[src/hw/rtl/live_interval_interference_tracker_macros.svh]
// Assertion helpers for the live interval tracker.
`ifndef LIVE_INTERVAL_INTERFERENCE_TRACKER_MACROS_SVH
`define LIVE_INTERVAL_INTERFERENCE_TRACKER_MACROS_SVH

`ifndef SYNTHESIS
// Same-cycle implication, sampled on clk, off during reset.
`define LITT_CHECK(lbl, ante, cons) \
    lbl: assert property (@(posedge clk) disable iff (!rst_n) (ante) |-> (cons)) \
        else $error("litt check failed");
// Next-cycle implication.
`define LITT_CHECK_NEXT(lbl, ante, cons) \
    lbl: assert property (@(posedge clk) disable iff (!rst_n) (ante) |=> (cons)) \
        else $error("litt next-cycle check failed");
`else
`define LITT_CHECK(lbl, ante, cons)
`define LITT_CHECK_NEXT(lbl, ante, cons)
`endif

`endif

[src/hw/rtl/litt_pkg.sv]
package litt_pkg;

    localparam int NUM_REGS_DEF  = 64;
    localparam int MAX_INSTR_DEF = 65535;

    localparam int IDX_W = 16;   // instruction index width
    localparam int REG_W = 6;    // register number width
    localparam int CNT_W = 7;    // register count width
    localparam int ROW_W = 64;   // interference row width

    typedef enum logic [1:0] {
        ACT_CLEAR = 2'd0,
        ACT_INSTR = 2'd1,
        ACT_QUERY = 2'd2,
        ACT_NONE  = 2'd3
    } action_t;

    localparam logic [2:0] OP_LOADCONST = 3'd0;
    localparam logic [2:0] OP_RETURN    = 3'd1;
    localparam logic [2:0] OP_ADD       = 3'd2;
    localparam logic [2:0] OP_MULT      = 3'd3;

    localparam logic KIND_EDGE = 1'b0;
    localparam logic KIND_ROW  = 1'b1;

    typedef enum logic [2:0] {
        ST_IDLE,
        ST_MARK,
        ST_EMIT,
        ST_Q_ADDR,
        ST_Q_FETCH,
        ST_Q_SCAN,
        ST_Q_EMIT
    } state_t;

    // Live interval of one register; an unused register is [-1,-1].
    typedef struct packed {
        logic             used;
        logic [IDX_W-1:0] first;
        logic [IDX_W-1:0] last;
    } interval_t;

endpackage

[src/hw/rtl/litt_ram.sv]
module litt_ram
    import litt_pkg::*;
#(
    parameter int WIDTH = IDX_W,
    parameter int DEPTH = NUM_REGS_DEF
)(
    input  logic                                      clk,
    input  logic                                      we,
    input  logic [((DEPTH > 1) ? $clog2(DEPTH) : 1)-1:0] waddr,
    input  logic [WIDTH-1:0]                          wdata,
    input  logic [((DEPTH > 1) ? $clog2(DEPTH) : 1)-1:0] raddr,
    output logic [WIDTH-1:0]                          rdata
);

    logic [WIDTH-1:0] mem [DEPTH];
    logic [WIDTH-1:0] rdata_reg;

    always_ff @(posedge clk)
    begin
        if (we)
        begin
            mem[waddr] <= wdata;
        end
        rdata_reg <= mem[raddr];
    end

    assign rdata = rdata_reg;

endmodule

[src/hw/rtl/litt_overlap.sv]
module litt_overlap
    import litt_pkg::*;
(
    input  interval_t q_iv,
    input  interval_t j_iv,
    output logic      hit
);

    logic both_unused;
    logic both_used;
    logic spans_meet;

    // unused intervals sit at -1: they meet each other and nothing else
    assign both_unused = !q_iv.used && !j_iv.used;
    assign both_used   = q_iv.used && j_iv.used;
    assign spans_meet  = (j_iv.first <= q_iv.last) && (j_iv.last >= q_iv.first);
    assign hit         = both_unused || (both_used && spans_meet);

endmodule

[src/hw/rtl/live_interval_interference_tracker.sv]
// Live interval interference tracker. Accepts clear, instruction and query transactions
// one at a time (in_ready only while idle). Loadconst and return mark their destination;
// add and mult also mark both sources, then hand each dependency edge to the output
// register, waiting while it is full. A query of an in-range register scans
// min(num_registers, NUM_REGS) entries, since one overlap comparator walks the first/last
// tables one entry per cycle through their single read ports; an out-of-range query goes
// straight to its result. Instruction marks use one table write port per cycle. A finished
// result waits in the output register while the next transaction is taken.
`include "live_interval_interference_tracker_macros.svh"

module live_interval_interference_tracker
    import litt_pkg::*;
#(
    parameter int NUM_REGS         = NUM_REGS_DEF,
    parameter int MAX_INSTRUCTIONS = MAX_INSTR_DEF
)(
    input  logic             clk,
    input  logic             rst_n,

    input  logic             cfg_we,
    input  logic [CNT_W-1:0] cfg_wdata,

    input  logic             in_valid,
    output logic             in_ready,
    input  logic [1:0]       action,
    input  logic [2:0]       opcode,
    input  logic [REG_W-1:0] dst_reg,
    input  logic [REG_W-1:0] src_a_reg,
    input  logic [REG_W-1:0] src_b_reg,
    input  logic [REG_W-1:0] query_reg,

    output logic             out_valid,
    input  logic             out_ready,
    output logic             kind,
    output logic [REG_W-1:0] node_reg,
    output logic [REG_W-1:0] other_reg,
    output logic [ROW_W-1:0] row_bits,
    output logic             last
);

    localparam int AW = (NUM_REGS > 1) ? $clog2(NUM_REGS) : 1;
    localparam logic [CNT_W-1:0] NUM_REGS_C = CNT_W'(NUM_REGS);
    localparam logic [IDX_W-1:0] MAX_IDX_C  = IDX_W'(MAX_INSTRUCTIONS);

    state_t state_reg, state_next;

    logic [CNT_W-1:0]    num_regs_reg;
    logic [CNT_W-1:0]    n_eff;
    logic [NUM_REGS-1:0] valid_reg;
    logic [IDX_W-1:0]    idx_reg;
    logic [IDX_W-1:0]    cur_idx_reg;
    logic [REG_W-1:0]    dst_q_reg, sa_q_reg, sb_q_reg, qry_reg;
    logic [1:0]          step_reg, mark_cnt_reg;
    logic                emit_a_reg, emit_b_reg;
    logic [CNT_W-1:0]    scan_reg;
    logic [CNT_W-1:0]    scan_plus;
    logic [ROW_W-1:0]    row_reg;
    interval_t           q_iv_reg;
    interval_t           j_iv;
    logic                hit;

    logic                out_valid_reg, out_kind_reg, out_last_reg;
    logic [REG_W-1:0]    out_node_reg, out_other_reg;
    logic [ROW_W-1:0]    out_row_reg;

    logic                accept;
    logic                slot_free;
    logic [REG_W-1:0]    mark_sel;
    logic                mark_in_range;
    logic [AW-1:0]       mark_addr;
    logic                first_we, last_we;
    logic [AW-1:0]       rd_addr;
    logic [IDX_W-1:0]    first_rdata, last_rdata;
    logic                load_edge, load_row;
    logic                is_mark_op, is_edge_op;
    logic                dst_in, sa_in, sb_in, q_in;

    assign n_eff     = (num_regs_reg > NUM_REGS_C) ? NUM_REGS_C : num_regs_reg;
    assign accept    = in_valid && in_ready;
    assign slot_free = !out_valid_reg || out_ready;
    assign scan_plus = scan_reg + 1'b1;

    assign is_edge_op = (opcode == OP_ADD) || (opcode == OP_MULT);
    assign is_mark_op = (opcode == OP_LOADCONST) || (opcode == OP_RETURN) || is_edge_op;
    assign dst_in     = {1'b0, dst_reg} < n_eff;
    assign sa_in      = {1'b0, src_a_reg} < n_eff;
    assign sb_in      = {1'b0, src_b_reg} < n_eff;
    assign q_in       = {1'b0, query_reg} < n_eff;

    always_comb
    begin
        unique case (step_reg)
            2'd0:    mark_sel = dst_q_reg;
            2'd1:    mark_sel = sa_q_reg;
            default: mark_sel = sb_q_reg;
        endcase
    end

    assign mark_in_range = {1'b0, mark_sel} < n_eff;
    assign mark_addr     = mark_sel[AW-1:0];

    // next state
    always_comb
    begin
        state_next = state_reg;
        unique case (state_reg)
            ST_IDLE:
            begin
                if (accept)
                begin
                    priority if (action == ACT_INSTR && is_mark_op)
                        state_next = ST_MARK;
                    else if (action == ACT_QUERY)
                        state_next = q_in ? ST_Q_ADDR : ST_Q_EMIT;
                    else
                        state_next = ST_IDLE;
                end
            end
            ST_MARK:
            begin
                if (step_reg == mark_cnt_reg)
                    state_next = (emit_a_reg || emit_b_reg) ? ST_EMIT : ST_IDLE;
            end
            ST_EMIT:
            begin
                if (slot_free && !(emit_a_reg && emit_b_reg))
                    state_next = ST_IDLE;
            end
            ST_Q_ADDR:  state_next = ST_Q_FETCH;
            ST_Q_FETCH: state_next = ST_Q_SCAN;
            ST_Q_SCAN:
            begin
                if (scan_plus == n_eff)
                    state_next = ST_Q_EMIT;
            end
            ST_Q_EMIT:
            begin
                if (slot_free)
                    state_next = ST_IDLE;
            end
            default:    state_next = ST_IDLE;
        endcase
    end

    // control outputs
    always_comb
    begin
        in_ready  = 1'b0;
        first_we  = 1'b0;
        last_we   = 1'b0;
        load_edge = 1'b0;
        load_row  = 1'b0;
        rd_addr   = scan_reg[AW-1:0];
        unique case (state_reg)
            ST_IDLE:   in_ready = 1'b1;
            ST_MARK:
            begin
                first_we = mark_in_range && !valid_reg[mark_addr];
                last_we  = mark_in_range;
            end
            ST_EMIT:   load_edge = slot_free;
            ST_Q_ADDR: rd_addr = qry_reg[AW-1:0];
            ST_Q_SCAN: rd_addr = scan_plus[AW-1:0];
            ST_Q_EMIT: load_row = slot_free;
            default:   in_ready = 1'b0;
        endcase
    end

    litt_ram #(.WIDTH(IDX_W), .DEPTH(NUM_REGS)) u_first_ram (
        .clk   (clk),
        .we    (first_we),
        .waddr (mark_addr),
        .wdata (cur_idx_reg),
        .raddr (rd_addr),
        .rdata (first_rdata)
    );

    litt_ram #(.WIDTH(IDX_W), .DEPTH(NUM_REGS)) u_last_ram (
        .clk   (clk),
        .we    (last_we),
        .waddr (mark_addr),
        .wdata (cur_idx_reg),
        .raddr (rd_addr),
        .rdata (last_rdata)
    );

    always_comb
    begin
        j_iv.used  = valid_reg[scan_reg[AW-1:0]];
        j_iv.first = first_rdata;
        j_iv.last  = last_rdata;
    end

    litt_overlap u_overlap (
        .q_iv (q_iv_reg),
        .j_iv (j_iv),
        .hit  (hit)
    );

    // control state
    always_ff @(posedge clk or negedge rst_n)
    begin
        if (!rst_n)
        begin
            state_reg    <= ST_IDLE;
            num_regs_reg <= NUM_REGS_C;
            valid_reg    <= '0;
            idx_reg      <= '0;
            step_reg     <= '0;
            emit_a_reg   <= 1'b0;
            emit_b_reg   <= 1'b0;
        end
        else
        begin
            state_reg <= state_next;
            if (cfg_we)
                num_regs_reg <= cfg_wdata;

            if (accept && action == ACT_CLEAR)
            begin
                valid_reg <= '0;
                idx_reg   <= '0;
            end

            if (accept && action == ACT_INSTR)
            begin
                if (idx_reg < MAX_IDX_C)
                    idx_reg <= idx_reg + 1'b1;
                step_reg   <= '0;
                emit_a_reg <= is_edge_op && dst_in && sa_in;
                emit_b_reg <= is_edge_op && dst_in && sb_in;
            end

            if (state_reg == ST_MARK)
            begin
                step_reg <= step_reg + 1'b1;
                if (mark_in_range)
                    valid_reg[mark_addr] <= 1'b1;
            end

            if (load_edge)
            begin
                if (emit_a_reg)
                    emit_a_reg <= 1'b0;
                else
                    emit_b_reg <= 1'b0;
            end
        end
    end

    // transaction payload and scan datapath
    always_ff @(posedge clk)
    begin
        if (accept)
        begin
            cur_idx_reg  <= idx_reg;
            dst_q_reg    <= dst_reg;
            sa_q_reg     <= src_a_reg;
            sb_q_reg     <= src_b_reg;
            qry_reg      <= query_reg;
            mark_cnt_reg <= is_edge_op ? 2'd2 : 2'd0;
            scan_reg     <= '0;
            row_reg      <= '0;
        end
        if (state_reg == ST_Q_FETCH)
        begin
            q_iv_reg.used  <= valid_reg[qry_reg[AW-1:0]];
            q_iv_reg.first <= first_rdata;
            q_iv_reg.last  <= last_rdata;
        end
        if (state_reg == ST_Q_SCAN)
        begin
            scan_reg <= scan_plus;
            row_reg  <= row_reg | ({{(ROW_W-1){1'b0}}, hit} << scan_reg[REG_W-1:0]);
        end
    end

    // output register
    always_ff @(posedge clk or negedge rst_n)
    begin
        if (!rst_n)
        begin
            out_valid_reg <= 1'b0;
        end
        else if (load_edge || load_row)
        begin
            out_valid_reg <= 1'b1;
        end
        else if (out_ready)
        begin
            out_valid_reg <= 1'b0;
        end
    end

    always_ff @(posedge clk)
    begin
        if (load_edge)
        begin
            out_kind_reg  <= KIND_EDGE;
            out_node_reg  <= dst_q_reg;
            out_other_reg <= emit_a_reg ? sa_q_reg : sb_q_reg;
            out_row_reg   <= '0;
            out_last_reg  <= emit_a_reg ? !emit_b_reg : 1'b1;
        end
        else if (load_row)
        begin
            out_kind_reg  <= KIND_ROW;
            out_node_reg  <= qry_reg;
            out_other_reg <= '0;
            out_row_reg   <= row_reg;
            out_last_reg  <= 1'b1;
        end
    end

    assign out_valid = out_valid_reg;
    assign kind      = out_kind_reg;
    assign node_reg  = out_node_reg;
    assign other_reg = out_other_reg;
    assign row_bits  = out_row_reg;
    assign last      = out_last_reg;

    `LITT_CHECK(a_scan_bound, state_reg == ST_Q_SCAN, scan_reg < n_eff)
    `LITT_CHECK(a_idx_sat, 1'b1, idx_reg <= MAX_IDX_C)
    `LITT_CHECK_NEXT(a_clear_empties, accept && action == ACT_CLEAR, valid_reg == '0 && idx_reg == '0)
    `LITT_CHECK(a_row_width, out_valid_reg, (out_row_reg >> NUM_REGS) == '0)

endmodule
[config.mk]
export PLATFORM = sky130hd
export DESIGN_NAME = live_interval_interference_tracker
export DESIGN_NICKNAME = d
export VERILOG_FILES = /design/src/hw/rtl/litt_pkg.sv /design/src/hw/rtl/litt_ram.sv /design/src/hw/rtl/litt_overlap.sv /design/src/hw/rtl/live_interval_interference_tracker.sv
export VERILOG_INCLUDE_DIRS = /design/src /design/src/hw/rtl
export SDC_FILE = /design/constraint.sdc
export NUM_CORES = 2
export LEC_CHECK = 0
export ABC_CLOCK_PERIOD_IN_PS = 7050
export BUFFER_PORTS_ARGS = -buffer_cell sky130_fd_sc_hd__buf_4
export CAP_MARGIN = 20
export CORE_MARGIN = 2
export CORE_UTILIZATION = 49
export CTS_BUF_LIST = sky130_fd_sc_hd__clkbuf_4 sky130_fd_sc_hd__clkbuf_8
export DETAILED_ROUTE_END_ITERATION = 10
export HOLD_SLACK_MARGIN = 0.06
export PLACE_DENSITY = 0.69
export SETUP_SLACK_MARGIN = 0.4
export SLEW_MARGIN = 20
export SYNTH_ARGS = -nofsm -noshare
export SYNTH_HDL_FRONTEND = slang
export SYNTH_HIERARCHICAL = 1
export SYNTH_SLANG_ARGS = --single-unit
[constraint.sdc]
create_clock -name clk -period 7.05 [get_ports clk]
set_input_delay 1.41 -clock clk [delete_from_list [all_inputs] [get_ports clk]]
set_output_delay 1.41 -clock clk [all_outputs]
set_load 0.01 [all_outputs]
# ---- Word-level counts from Yosys, hierarchy flattened
# Memory sizes are Yosys's and may differ from the RTL's. A register that Yosys moved wholly into a read port is not among the register bits.
# Index checks and enable logic that the tools add are counted.
dict set report word_totals {
  ff_bits 319
  latch_bits 0
  mem_bits_rw 2048
  rom_bits 0
  in_bits 41
  out_inout_bits 80
  wordCells 160
  memories 2
}
dict set report op_classes {
  add_sub_neg 3
  mul 0
  div 0
  n_lt_le_gt_ge 13
  eq_ne 19
  shifts 1
  mux 59
  bitwise 2
  reduce_logical 37
}
# name words width read_ports rd_ports_with_merged_regs write_ports line
set memory_table {}
lappend memory_table {u_first_ram.mem 64 16 1 1 1 litt_ram.sv:15} ;# logic [WIDTH-1:0] mem [DEPTH];
lappend memory_table {u_last_ram.mem 64 16 1 1 1 litt_ram.sv:15}
# operator n
set op_table {}
lappend op_table {{2-to-1 mux 64 bit} 5}
lappend op_table {{OR 64 bit} 2}
lappend op_table {{left shift 1 x 6 -> 64 bit} 1}
lappend op_table {{2-to-1 mux 16 bit} 3}
lappend op_table {{< comparator 6 x 7 -> 1 bit} 5}
lappend op_table {{2-to-1 mux 6 bit} 5}
lappend op_table {{2-to-1 mux 1 bit} 24}
lappend op_table {{2-to-1 mux 3 bit} 8}
lappend op_table {{one-hot mux 6 bit (2 select lines)} 2}
lappend op_table {{< comparator 6 x 7 -> 1 bit (second input constant)} 3}
lappend op_table {{2-to-1 mux 7 bit} 3}
lappend op_table {{one-hot mux 3 bit (7 select lines)} 1}
lappend op_table {{binary-select mux 1 bit (select 6 bit)} 3}
lappend op_table {{adder 16 x 1 -> 16 bit (second input constant)} 1}
lappend op_table {{greater-or-equal comparator 16 bit} 1}
lappend op_table {{less-or-equal comparator 16 bit} 1}
lappend op_table {{< comparator 16 bit (second input constant)} 1}
lappend op_table {{logical AND 1 bit} 15}
lappend op_table {{equality test 3 x 2 -> 1 bit (second input constant)} 4}
lappend op_table {{!= test 2 bit (second input constant)} 5}
lappend op_table {{equality test 3 bit (second input constant)} 3}
lappend op_table {{2-to-1 mux 2 bit} 4}
lappend op_table {{nonzero test 2 bit} 4}
lappend op_table {{adder 7 x 1 -> 7 bit (second input constant)} 1}
lappend op_table {{14 further kinds} 29}

# ---- Logic depth before layout (Yosys ltp)
dict set report logic_depth {
  ltp_word 9
  depth_mapped 19
}

# ---- Modules after synthesis
# The synthesis kept the hierarchy.
# mod instances cells_per_inst area_per_inst_um2
set by_module_without_submodules {}
lappend by_module_without_submodules {litt_ram 2 1829 40042.2}
lappend by_module_without_submodules {live_interval_interference_tracker 1 1368 14654.1}
lappend by_module_without_submodules {litt_overlap 1 114 835.8}

# ---- Worst setup path after synthesis
# No wires, ideal clock.
dict set report synth_timing {
  kind {reg-to-reg}
  start {register step_reg[0]}
  end {memory u_first_ram/mem[48][0] (netlist bit), enable pin}
  arrival_ns 4.778
  t_required_ns 6.641
  slack_ns 1.863
  stages_incl_launch_ff 19
  path_buffers 2
  synth_period_minus_slack_ns 5.187
  cell_sequence {dfrtp_1 inv_1 ha_1 buf_6 a22o_1 a21oi_4 inv_1 buf_2 ha_1 nor4b_1 nand3_1 a31oi_1 o21bai_1 a31oi_2 o311ai_1 nor4bb_1 nor2b_1 nand4b_1 nor3_1}
}
dict set report synth_via {
  elab_chain_len 9
  word_cells_on_any_way 11
}
# element line
set synth_lines {}
lappend synth_lines {{start: declaration} live_interval_interference_tracker.sv:53} ;# logic [1:0] step_reg, mark_cnt_reg;
lappend synth_lines {{start signal: assignment} live_interval_interference_tracker.sv:236} ;# step_reg <= step_reg + 1'b1;
lappend synth_lines {{equality test 2 x 1 -> 1 bit / logical NOT 2 bit (equally long branches)} live_interval_interference_tracker.sv:92} ;# unique case (step_reg)
lappend synth_lines {{one-hot mux 6 bit (2 select lines) *} live_interval_interference_tracker.sv:92}
lappend synth_lines {{via mark_addr[1]} live_interval_interference_tracker.sv:70} ;# logic [AW-1:0] mark_addr;
lappend synth_lines {{binary-select mux 1 bit (select 6 bit)} live_interval_interference_tracker.sv:158} ;# first_we = mark_in_range && !valid_reg[mark_addr];
lappend synth_lines {{2-to-1 mux 1 bit (not written as such)} live_interval_interference_tracker.sv:158}
lappend synth_lines {{logical NOT 1 bit} live_interval_interference_tracker.sv:158}
lappend synth_lines {{logical AND 1 bit *} live_interval_interference_tracker.sv:158}
lappend synth_lines {{2-to-1 mux 1 bit *} live_interval_interference_tracker.sv:154} ;# unique case (state_reg)
lappend synth_lines {{via first_we} live_interval_interference_tracker.sv:71} ;# logic first_we, last_we;
lappend synth_lines {{2-to-1 mux 1 bit *} litt_ram.sv:20} ;# if (we)
lappend synth_lines {{2-to-1 mux 1 bit (not written as such) *} litt_ram.sv:22} ;# mem[waddr] <= wdata;
lappend synth_lines {{end: declaration} litt_ram.sv:15}
# The timed path passes the listed nets; every way through them passes the cells marked *. The select of a mux whose other input is x is not followed.

# ---- Worst setup path in the final report
dict set report layout_timing {
  start {register step_reg[0]}
  end {memory u_first_ram/mem[60][13] (netlist bit), enable pin}
}
dict set report layout_via {
  elab_chain_len 9
  word_cells_on_any_way 11
}
# element line
set layout_lines {}
lappend layout_lines {{equality test 2 x 1 -> 1 bit / logical NOT 2 bit (equally long branches)} live_interval_interference_tracker.sv:92}
lappend layout_lines {{one-hot mux 6 bit (2 select lines) *} live_interval_interference_tracker.sv:92}
lappend layout_lines {{binary-select mux 1 bit (select 6 bit)} live_interval_interference_tracker.sv:158}
lappend layout_lines {{2-to-1 mux 1 bit (not written as such)} live_interval_interference_tracker.sv:158}
lappend layout_lines {{logical NOT 1 bit} live_interval_interference_tracker.sv:158}
lappend layout_lines {{logical AND 1 bit *} live_interval_interference_tracker.sv:158}
lappend layout_lines {{2-to-1 mux 1 bit *} live_interval_interference_tracker.sv:154}
lappend layout_lines {{via first_we} live_interval_interference_tracker.sv:71}
lappend layout_lines {{2-to-1 mux 1 bit *} litt_ram.sv:20}
lappend layout_lines {{2-to-1 mux 1 bit (not written as such) *} litt_ram.sv:22}
# Marked as above.

==> run metrics <==
Layout Utilization=55.2%; PwrDens=435 mW/mm2; largest net degree at the start of global routing=129; CP Capture Type=flop; family with the most delay on the worst path=simple AND/OR/NAND/NOR gates; WP data required=7.80 ns; first-pass GRT wire length=331000 um; CTS tree=built; site row count=162; DR vias/cell=6.06; Synth Area per Inst=18.6 um2; DRC=0; total CTS buffers=379; worst-margin pin slew=1.12 ns; WL per Instance=26.7 um; top_reg_cell synth=edfxtp_1; Hold-fix buffers, CTS=0; post-route minimum period=6.16 ns; Final period util=87.3%; max cap viols=0; Post-CTS Setup Bufs=0; full die area=0.199 mm2; Worst Setup Path Type=reg2reg; chip height=446 um; register area share after synthesis=73.8%; initial antenna violation count=6; vias in the first global route=50600; final hold vios=0; Max Clk Rate=162 MHz; clock-pin slew on the worst setup and hold paths=0.07 ns; critical path's slowest cell=nor4bb_1; Clock Sinks=2398; grt ovf=0; reg-to-reg setup timing slack=0.89 ns; biggest regs=u_first_ram/mem (1024), u_last_ram/mem (1024); RSZ-0062 raised after global routing=no; core footprint=0.194 mm2; DP Area=0.0999 mm2; Synthesized Nets=5242; most frequent cells in the layout=edfxtp_1 (2206), mux4_2 (469), clkbuf_8 (399), nand2_1 (377), buf_4 (335); FFs w/ async S/R, synth=3.96%; crit path DAT=6.91 ns; Initial DRC Count=6298; Placed Cells=7744; library cells used by synthesis=91; Skew-Pair Late Insertion Delay=1.09 ns; Clock Skew=0.108 ns; final setup vio count=0; Pre-antenna DRT Iters=8; Starting Density=49.2%; most common cell after layout, fill and taps aside=edfxtp_1; Post-Route WL=225000 um; status=completed; Worst VDD drop=538 uV; PortBufs=119; post-route cell area=0.107 mm2; Tot Pwr=46700 uW; Post-Layout Cell Count=8410; ANT nets after route=0; area of the multi-input gates=0.0231 mm2; Synth-to-Final Area Change=12.3%; WP buf/inv=5; nets=5686; Slew Limit Fails=0; cell count after synthesis=5140; Setup TNS=0 ns; Post-synth EDFFs=2206; root buffer cell=clkbuf_8; deepest clock path buffer count=4; crit-path max FO=33; cell leakage power=0.0354 uW; Final HPWL DP=134000 um; worst stage delay on the critical path=0.66 ns; CTS resizes=0; Total Routing Usage GR=22.6%; routability cong.=0.881; relative slew slack=24.8%; share of cells above drive strength 1=26.1%; chip width=446 um; Ports=121; crit-path cells=inv_1 > ha_1 > or3b_1 > and2_1 > inv_4 > buf_4 > nor3_1 > a22o_1 > o41ai_2 > o311ai_1 > nor4bb_1 > buf_4 > nor2b_1 > nand2_1 > nor2_1 > buf_12; type of the most critical hold path=in2async; flops & latches, synth=2398; CTS H-tree depth=5; Yosys warnings=6; Reg area=0.0706 mm2; crit path launch type=flop; most used cell, CP=buf_4; DR vias=50900; Fillers=14600; Post-Syn Area=0.0956 mm2
stage by stage:
step / setup slack, ns / hold slack (ns)
after floorplan: 1.86 / 0.408
after CTS: 1.04 / 0.246
after global placement: 1.25 / 0.420
after detailed placement: 1.15 / 0.425
after global routing: 0.568 / 0.304
final: 0.893 / 0.326
where the power goes:
group          switching [uW]  internal, uW
clock                    5210          6340
sequential                696         17400
combinational           10500          6480
metal layers:
metal	vias to the layer above	share of wire (%)	global-route usage [%]
met2	2453	49	36.3
met3	355	8.6	4.11
met4	4	2.8	7.56
met1	26500	40	31.3
li1	21700	-	-
met5	-	0.012	0
kinds of logic (layout without fill, tap and decap cells):
family / count (synthesis) / in the layout / share of synthesized area [%]
other cells: 0 / 3 / 0
fa+ha+maj: 61 / 61 / 0.799
simple gates: 1008 / 1008 / 4.88
compound gates: 574 / 574 / 4.13
mux: 741 / 741 / 14.1
flops: 2398 / 2398 / 73.8
buf+inv: 346 / 1071 / 2.13
xor+xnor: 12 / 12 / 0.110
worst register-to-register path, stage by stage (launching register included):
cell	delay (ns)
dfrtp_1	0.40
inv_1	0.08
ha_1	0.35
or3b_1	0.48
and2_1	0.48
inv_4	0.15
buf_4	0.41
nor3_1	0.28
a22o_1	0.25
o41ai_2	0.33
o311ai_1	0.15
nor4bb_1	0.66
buf_4	0.27
nor2b_1	0.27
nand2_1	0.40
nor2_1	0.63
buf_12	0.23
cells in the mapped netlist (all sizes together) (6+ instances only):
master / count / area, um2
a32o: 9 / 90.1
nor2b: 71 / 444
mux2: 63 / 709
mux4: 477 / 10800
a211oi: 24 / 180
and2: 9 / 58.8
nand3: 147 / 736
o211ai: 6 / 45.0
or3b: 8 / 72.6
and3: 7 / 43.8
dfrtp: 94 / 2350
nand2b: 17 / 106
a221oi: 36 / 315
nor4: 10 / 106
nand4: 33 / 228
a31oi: 23 / 150
a41oi: 11 / 96.3
o221ai: 7 / 61.3
a221o: 13 / 130
mux2i: 201 / 2010
edfxtp: 2206 / 66200
or3: 7 / 43.8
dfxtp: 97 / 1940
o22ai: 17 / 106
clkbuf: 112 / 433
a21o: 11 / 82.6
buf: 178 / 1390
nor3: 24 / 135
xnor2: 9 / 78.8
a22o: 29 / 254
nor2: 267 / 1010
a311oi: 18 / 158
o21ai: 87 / 435
a22oi: 95 / 718
nand3b: 6 / 45.0
and4: 11 / 96.3
inv: 54 / 205
a211o: 17 / 149
nand2: 382 / 1450
ha: 61 / 763
a21oi: 142 / 722
final timing paths:
path,start,endpoint,cells after the start
max,step_reg[0],u_first_ram/mem[60][13],16
min,rst_n,state_reg[0],1
max reg2reg,step_reg[0],u_first_ram/mem[60][13],16
min reg2reg,row_bits[62],row_bits[62],2
max in group asynchronous,rst_n,idx_reg[13],2
min in group clk,row_bits[62],row_bits[62],2
cell type report:
type | instances | area share [%]
clock buffer | 521 | 5.97
sequential | 2398 | 65.8
clock inverter | 141 | 0.918
timing repair buffer | 353 | 2.69
tap | 2542 | 2.96
multi-input combinational | 2396 | 21.5
antenna | 3 | 0.00700
inverter | 56 | 0.199
Note: power is estimated with default switching activity, not from simulation.
